File: config.mk
export PLATFORM = sky130hd
export DESIGN_NAME = tpsc_useq
export DESIGN_NICKNAME = d
export VERILOG_FILES = /design/src/rtl/tpsc_pkg.sv /design/src/rtl/tpsc_useq.sv
export SDC_FILE = /design/constraint.sdc
export NUM_CORES = 1
export LEC_CHECK = 0
export BUFFER_PORTS_ARGS = -buffer_cell sky130_fd_sc_hd__buf_2
export CAP_MARGIN = 20
export CORE_MARGIN = 2
export CORE_UTILIZATION = 55
export CTS_BUF_LIST = sky130_fd_sc_hd__clkbuf_4
export CTS_CLUSTER_SIZE = 28
export DETAILED_ROUTE_END_ITERATION = 10
export PLACE_DENSITY = 0.81
export SYNTH_ARGS = -nofsm -noshare
export SYNTH_HDL_FRONTEND = slang
export SYNTH_SLANG_ARGS = --single-unit
File: constraint.sdc
create_clock -name clk -period 8.5 [get_ports clk]
set_input_delay 0.425 -clock clk [delete_from_list [all_inputs] [get_ports clk]]
set_output_delay 0.425 -clock clk [all_outputs]
set_load 0.01 [all_outputs]
File: src/rtl/tpsc_pkg.sv
// Package for the three-prime sum counter: sizes, micro-op and condition codes,
// the control word and status types, and the microprogram ROM.
// No dependencies.
package tpsc_pkg;

    localparam int LIMIT       = 1024;
    localparam int PRIME_SLOTS = 256;

    localparam int TGT_W      = 12;
    localparam int CNT_OUT_W  = 14;
    localparam int VAL_W      = $clog2(LIMIT + 1);
    localparam int FLAG_DEPTH = LIMIT + 1;
    localparam int SLOT_AW    = $clog2(PRIME_SLOTS);
    localparam int CNT_W      = $clog2(PRIME_SLOTS + 1);
    localparam int CMP_W      = ((VAL_W > TGT_W) ? VAL_W : TGT_W) + 2;
    localparam int PC_W       = 5;

    localparam logic [CNT_OUT_W-1:0] COUNT_MAX = {CNT_OUT_W{1'b1}};

    typedef logic [4:0] op_t;

    localparam op_t OP_NOP       = 5'd0;
    localparam op_t OP_CLR_I     = 5'd1;
    localparam op_t OP_FILL      = 5'd2;
    localparam op_t OP_SET_I2    = 5'd3;
    localparam op_t OP_SIEVE_RD  = 5'd4;
    localparam op_t OP_MARK      = 5'd5;
    localparam op_t OP_INC_I     = 5'd6;
    localparam op_t OP_LIST_INIT = 5'd7;
    localparam op_t OP_LIST_RD   = 5'd8;
    localparam op_t OP_LIST_PUT  = 5'd9;
    localparam op_t OP_IDLE      = 5'd10;
    localparam op_t OP_Q_INIT    = 5'd11;
    localparam op_t OP_RD_P      = 5'd12;
    localparam op_t OP_LATCH_P   = 5'd13;
    localparam op_t OP_RD_Q      = 5'd14;
    localparam op_t OP_TEST_Q    = 5'd15;
    localparam op_t OP_RD_R      = 5'd16;
    localparam op_t OP_COUNT     = 5'd17;
    localparam op_t OP_NEXT_A    = 5'd18;
    localparam op_t OP_EMIT      = 5'd19;

    typedef logic [3:0] cond_t;

    localparam cond_t C_NEVER      = 4'd0;
    localparam cond_t C_ALWAYS     = 4'd1;
    localparam cond_t C_I_NOT_LAST = 4'd2;
    localparam cond_t C_SQ_OVER    = 4'd3;
    localparam cond_t C_FLAG_ZERO  = 4'd4;
    localparam cond_t C_J_NEXT_OK  = 4'd5;
    localparam cond_t C_NO_START   = 4'd6;
    localparam cond_t C_A_END      = 4'd7;
    localparam cond_t C_P_STOP     = 4'd8;
    localparam cond_t C_B_END      = 4'd9;
    localparam cond_t C_Q_STOP     = 4'd10;

    typedef logic [PC_W-1:0] pc_t;

    localparam pc_t PC_CLR     = 5'd0;
    localparam pc_t PC_FILL    = 5'd1;
    localparam pc_t PC_SET_I2  = 5'd2;
    localparam pc_t PC_SIEVE   = 5'd3;
    localparam pc_t PC_TEST_F  = 5'd4;
    localparam pc_t PC_MARK    = 5'd5;
    localparam pc_t PC_NEXT_I  = 5'd6;
    localparam pc_t PC_LIST    = 5'd7;
    localparam pc_t PC_LIST_RD = 5'd8;
    localparam pc_t PC_PUT     = 5'd9;
    localparam pc_t PC_IDLE    = 5'd10;
    localparam pc_t PC_Q_INIT  = 5'd11;
    localparam pc_t PC_P       = 5'd12;
    localparam pc_t PC_LATCH_P = 5'd13;
    localparam pc_t PC_Q       = 5'd14;
    localparam pc_t PC_TEST_Q  = 5'd15;
    localparam pc_t PC_RD_R    = 5'd16;
    localparam pc_t PC_COUNT   = 5'd17;
    localparam pc_t PC_NEXT_A  = 5'd18;
    localparam pc_t PC_EMIT    = 5'd19;

    typedef struct packed {
        op_t   op;
        cond_t cond;
        pc_t   tgt;
    } uword_t;

    typedef struct packed {
        logic i_not_last;
        logic sq_over;
        logic flag_zero;
        logic j_next_ok;
        logic a_end;
        logic p_stop;
        logic b_end;
        logic q_stop;
    } stat_t;

    // When the condition holds the sequencer jumps to tgt, otherwise it steps on.
    function automatic uword_t ucode(input pc_t pc);
        uword_t u;
        case (pc)
            PC_CLR:     u = '{OP_CLR_I,     C_NEVER,      PC_CLR};
            PC_FILL:    u = '{OP_FILL,      C_I_NOT_LAST, PC_FILL};
            PC_SET_I2:  u = '{OP_SET_I2,    C_NEVER,      PC_CLR};
            PC_SIEVE:   u = '{OP_SIEVE_RD,  C_SQ_OVER,    PC_LIST};
            PC_TEST_F:  u = '{OP_NOP,       C_FLAG_ZERO,  PC_NEXT_I};
            PC_MARK:    u = '{OP_MARK,      C_J_NEXT_OK,  PC_MARK};
            PC_NEXT_I:  u = '{OP_INC_I,     C_ALWAYS,     PC_SIEVE};
            PC_LIST:    u = '{OP_LIST_INIT, C_NEVER,      PC_CLR};
            PC_LIST_RD: u = '{OP_LIST_RD,   C_NEVER,      PC_CLR};
            PC_PUT:     u = '{OP_LIST_PUT,  C_I_NOT_LAST, PC_LIST_RD};
            PC_IDLE:    u = '{OP_IDLE,      C_NO_START,   PC_IDLE};
            PC_Q_INIT:  u = '{OP_Q_INIT,    C_NEVER,      PC_CLR};
            PC_P:       u = '{OP_RD_P,      C_A_END,      PC_EMIT};
            PC_LATCH_P: u = '{OP_LATCH_P,   C_P_STOP,     PC_EMIT};
            PC_Q:       u = '{OP_RD_Q,      C_B_END,      PC_NEXT_A};
            PC_TEST_Q:  u = '{OP_TEST_Q,    C_Q_STOP,     PC_NEXT_A};
            PC_RD_R:    u = '{OP_RD_R,      C_NEVER,      PC_CLR};
            PC_COUNT:   u = '{OP_COUNT,     C_ALWAYS,     PC_Q};
            PC_NEXT_A:  u = '{OP_NEXT_A,    C_ALWAYS,     PC_P};
            PC_EMIT:    u = '{OP_EMIT,      C_ALWAYS,     PC_IDLE};
            default:    u = '{OP_NOP,       C_ALWAYS,     PC_CLR};
        endcase
        return u;
    endfunction

endpackage

File: src/rtl/tpsc_useq.sv
// Microcode sequencer: step counter, program ROM lookup and jump resolution.
// Depends on tpsc_pkg.
module tpsc_useq
    import tpsc_pkg::*;
(
    input  logic  clk,
    input  logic  rst_n,
    input  logic  start,
    input  stat_t stat,
    output op_t   op,
    output logic  busy
);

    pc_t    pc_reg;
    pc_t    pc_next;
    uword_t uw;
    logic   take;

    assign uw   = ucode(pc_reg);
    assign op   = uw.op;
    assign busy = (pc_reg != PC_IDLE);

    always_comb
    begin
        case (uw.cond)
            C_NEVER:      take = 1'b0;
            C_ALWAYS:     take = 1'b1;
            C_I_NOT_LAST: take = stat.i_not_last;
            C_SQ_OVER:    take = stat.sq_over;
            C_FLAG_ZERO:  take = stat.flag_zero;
            C_J_NEXT_OK:  take = stat.j_next_ok;
            C_NO_START:   take = !start;
            C_A_END:      take = stat.a_end;
            C_P_STOP:     take = stat.p_stop;
            C_B_END:      take = stat.b_end;
            C_Q_STOP:     take = stat.q_stop;
            default:      take = 1'b0;
        endcase
        pc_next = take ? uw.tgt : pc_reg + pc_t'(1);
    end

    always_ff @(posedge clk or negedge rst_n)
    begin
        if (!rst_n)
        begin
            pc_reg <= PC_CLR;
        end
        else
        begin
            pc_reg <= pc_next;
        end
    end

endmodule

==> results.yml <==
synthesis:
  synth_warnings: 0
  synth_nets: 107
  avgSynthCellArea_um2: 8.48
  synth_edf_count: 0
  async_flop_share_pct: 100
  synth_cell_types: 35
  ys_ff_latch: 5
  synthesis.area_um2: 754
  synth_seq_area_share_pct: 16.6
  synthCells: 89
  ys.flop_type: "dfrtp_1"
flow_run:
  maxCapViolations: 0
detailed_routing:
  num_vias: 674
  drt_iter0_markers: 20
  drc_errors: 0
  wl_per_cell_um: 14.1
  wirelength_mm: 1.66
  first_pass_iters: 4
  viasPerCell: 5.71
  antenna_left: 0
place:
  place_area_um2: 817
  place_congestion: 0.767
  dp_hpwl_mm: 1.29
  post-place-ws_ns: 5.52
  io_buffers: 16
  dpl.cell_count: 113
grt:
  gr-total-overflow: 0
  grt_pass1_vias: 547
  antenna_found_initial: 0
  grt.total_usage_pct: 21.3
  grt_pass1_wl_mm: 2.38
  grt_max_degree: 20
sta:
  maxSlewHeadroom_pct: 57.4
  fin_skew_ns: 0.00774
  fin_crit_ns: 3.01
  slew_viol_final: 0
  max_freq_mhz: 332
  finalSetupViolCount: 0
  worst_pin_slew_ns: 0.639
  min_period_over_period_pct: 35.4
  setup-tns-final_ns: 0
  rsz0062_at_grt: "false"
  finalWorstSetupSlack_ns: 5.49
  hold_viol_final: 0
finish:
  largest_reg_flops: 5
  finalNetCount: 122
  fin_area_um2: 855
  drive_gt1_share_pct: 30.1
  n_antenna_cell: 0
  area_delta_synth_final_pct: 13.3
  fin_cells: 118
critical_path:
  r2r_cells: 9
  slowest_delay_ns: 0.48
  critPathSlowestCell: "dfrtp_1"
  r2r-start: "pc_reg[0]"
  crit_chain: "inv_1 > ha_1 > mux2_4 > mux2_2 > o2bb2ai_4 > nand3_1 > o211a_1 > o31ai_4 > mux2_2"
  cp_max_fo: 8
  r2r_end: "pc_reg[2]"
  arrival_ns: 3.15
  rrSetupSlack_ns: 5.49
  worst_path_most_repeated_cell: "mux2_2"
  required_ns: 8.64
  start_kind: "register"
  end_kind: "register"
  worstSetupPathType: "reg -> reg"
power:
  p_total_uw: 420
  p_per_area_nw_per_um2: 492
  ir_worst_vdd_uv: 226
  leakagePower_uw: 0.000387
floorplanning:
  dieArea_um2: 1680
  core_area_um2: 1280
  ios: 17
  placementRows: 13
  die_y_um: 41.0
  initial_core_util_pct: 58.7
  fp.dieW_um: 41.0
clock_tree:
  cts.path.max_buffers: 2
  cts_inserted_buffers: 3
  clock_sinks: 5
  post-cts-setup-buffers: 0
  cts_tree: "yes"
  cts.htree.levels: 1
  cts.clk_slew.worst_paths_ns: 0.05
  clk_latency_ns: 0.25
  root_buffer: "clkbuf_4"
hold_path:
  hold_path.class: "in -> async"
run_status:
  status: "complete, no violations"
-- what timing repair did --
| action | 4_1_cts | 5_1_grt |
|---|---|---|
| setup endpoints to repair | 0 | 0 |
| resized for setup | 0 | 0 |
| hold endpoints to repair | 5 | 0 |
| hold buffers | 1 | 0 |
-- worst max path at each step --
stage,start,endpoint,depth (start not counted)
detailed placement,pc_reg[0],pc_reg[2],9
global placement,pc_reg[1],pc_reg[0],9
finish,pc_reg[0],pc_reg[2],9
global route,pc_reg[0],pc_reg[2],9
CTS,pc_reg[0],pc_reg[3],9
floorplan,pc_reg[0],pc_reg[0],10
-- through the flow --
step                      utilization, %  hold WS, ns
after floorplan                        -        0.129
after global placement              63.6        0.245
after detailed placement            63.6        0.246
after CTS                           66.5        0.518
after global routing                66.5        0.533
final                               66.5        0.522
-- Yosys cell counts (2+ instances only) --
library cell | n | area, um2
o21ai_0 | 5 | 25.0
nand2_1 | 8 | 30.0
nor2_1 | 9 | 33.8
a21oi_1 | 5 | 25.0
dfrtp_1 | 5 | 125
nor2b_1 | 2 | 12.5
inv_1 | 5 | 18.8
buf_2 | 2 | 10.0
xnor2_1 | 2 | 17.5
nand3_1 | 5 | 25.0
ha_1 | 7 | 87.6
mux2_2 | 5 | 56.3
mux2i_1 | 5 | 50.1
clkbuf_1 | 3 | 11.3
-- layout by cell type, fill, tap and decap left out --
master / instances
xnor2_1: 2
clkbuf_4: 3
buf_2: 16
mux2_2: 5
a22oi_2: 1
nand2_1: 8
nor2b_1: 2
nand3b_1: 1
clkinv_2: 1
o31a_1: 1
inv_1: 5
ha_1: 7
a221oi_1: 1
o2bb2ai_4: 1
a31oi_1: 1
o31ai_4: 1
and2_1: 1
a22oi_1: 1
xor2_1: 1
mux2i_1: 5
nor2_1: 9
nand3_1: 5
mux2_4: 1
a211oi_4: 1
a211oi_1: 1
dfrtp_1: 5
nor3b_1: 1
a311oi_2: 1
o21ai_0: 5
dlygate4sd3_1: 1
a21oi_1: 5
o211a_1: 1
nor3_1: 1
o211ai_1: 1
a22o_1: 1
-- layer usage --
| metal | global-route usage, % | share of wire [%] | up-vias |
|---|---|---|---|
| met2 | 38.7 | 47 | 25 |
| met3 | 4.89 | 6.2 | 0 |
| met4 | 0 | 0 | 0 |
| met1 | 26.8 | 46 | 305 |
| li1 | - | - | 344 |
| met5 | 0 | 0 | - |
-- final cells by class --
cell class / count / area, um2
fillers: 109 / 430
clock buffers: 3 / 22.5
clock inverters: 1 / 5.00
multi-input cells: 72 / 574
flip-flops and latches: 5 / 125
inverters: 5 / 18.8
well taps: 15 / 18.8
repair buffers: 17 / 90.1
-- critical path: cells and delay by family, from the launching register on --
family	cells	cell delay, ns
and+or+nand+nor	1	0.10
DFF	1	0.48
AOI/OAI and AO/OA	3	0.75
adders and majority gates	1	0.43
buffers and inverters	1	0.16
muxes	3	0.95
-- cells by family (layout without fill, tap and decap cells) --
family / count (synthesis) / count (layout) / synth area share, %
adder cells (fa/ha/maj): 7 / 7 / 11.6
multiplexers: 11 / 11 / 16.1
XOR/XNOR: 3 / 3 / 3.48
AND/OR/NAND/NOR: 28 / 28 / 16.9
flip-flops: 5 / 5 / 16.6
AO/OA/AOI/OAI: 23 / 23 / 28.0
buffers and inverters: 12 / 26 / 7.30
-- report_power, final --
group          internal (uW)  switching (uW)
sequential              35.4            39.2
clock                   17.1            11.9
combinational            154             163
total                    207             214
No activity file was read; power rests on OpenSTA's default activity.
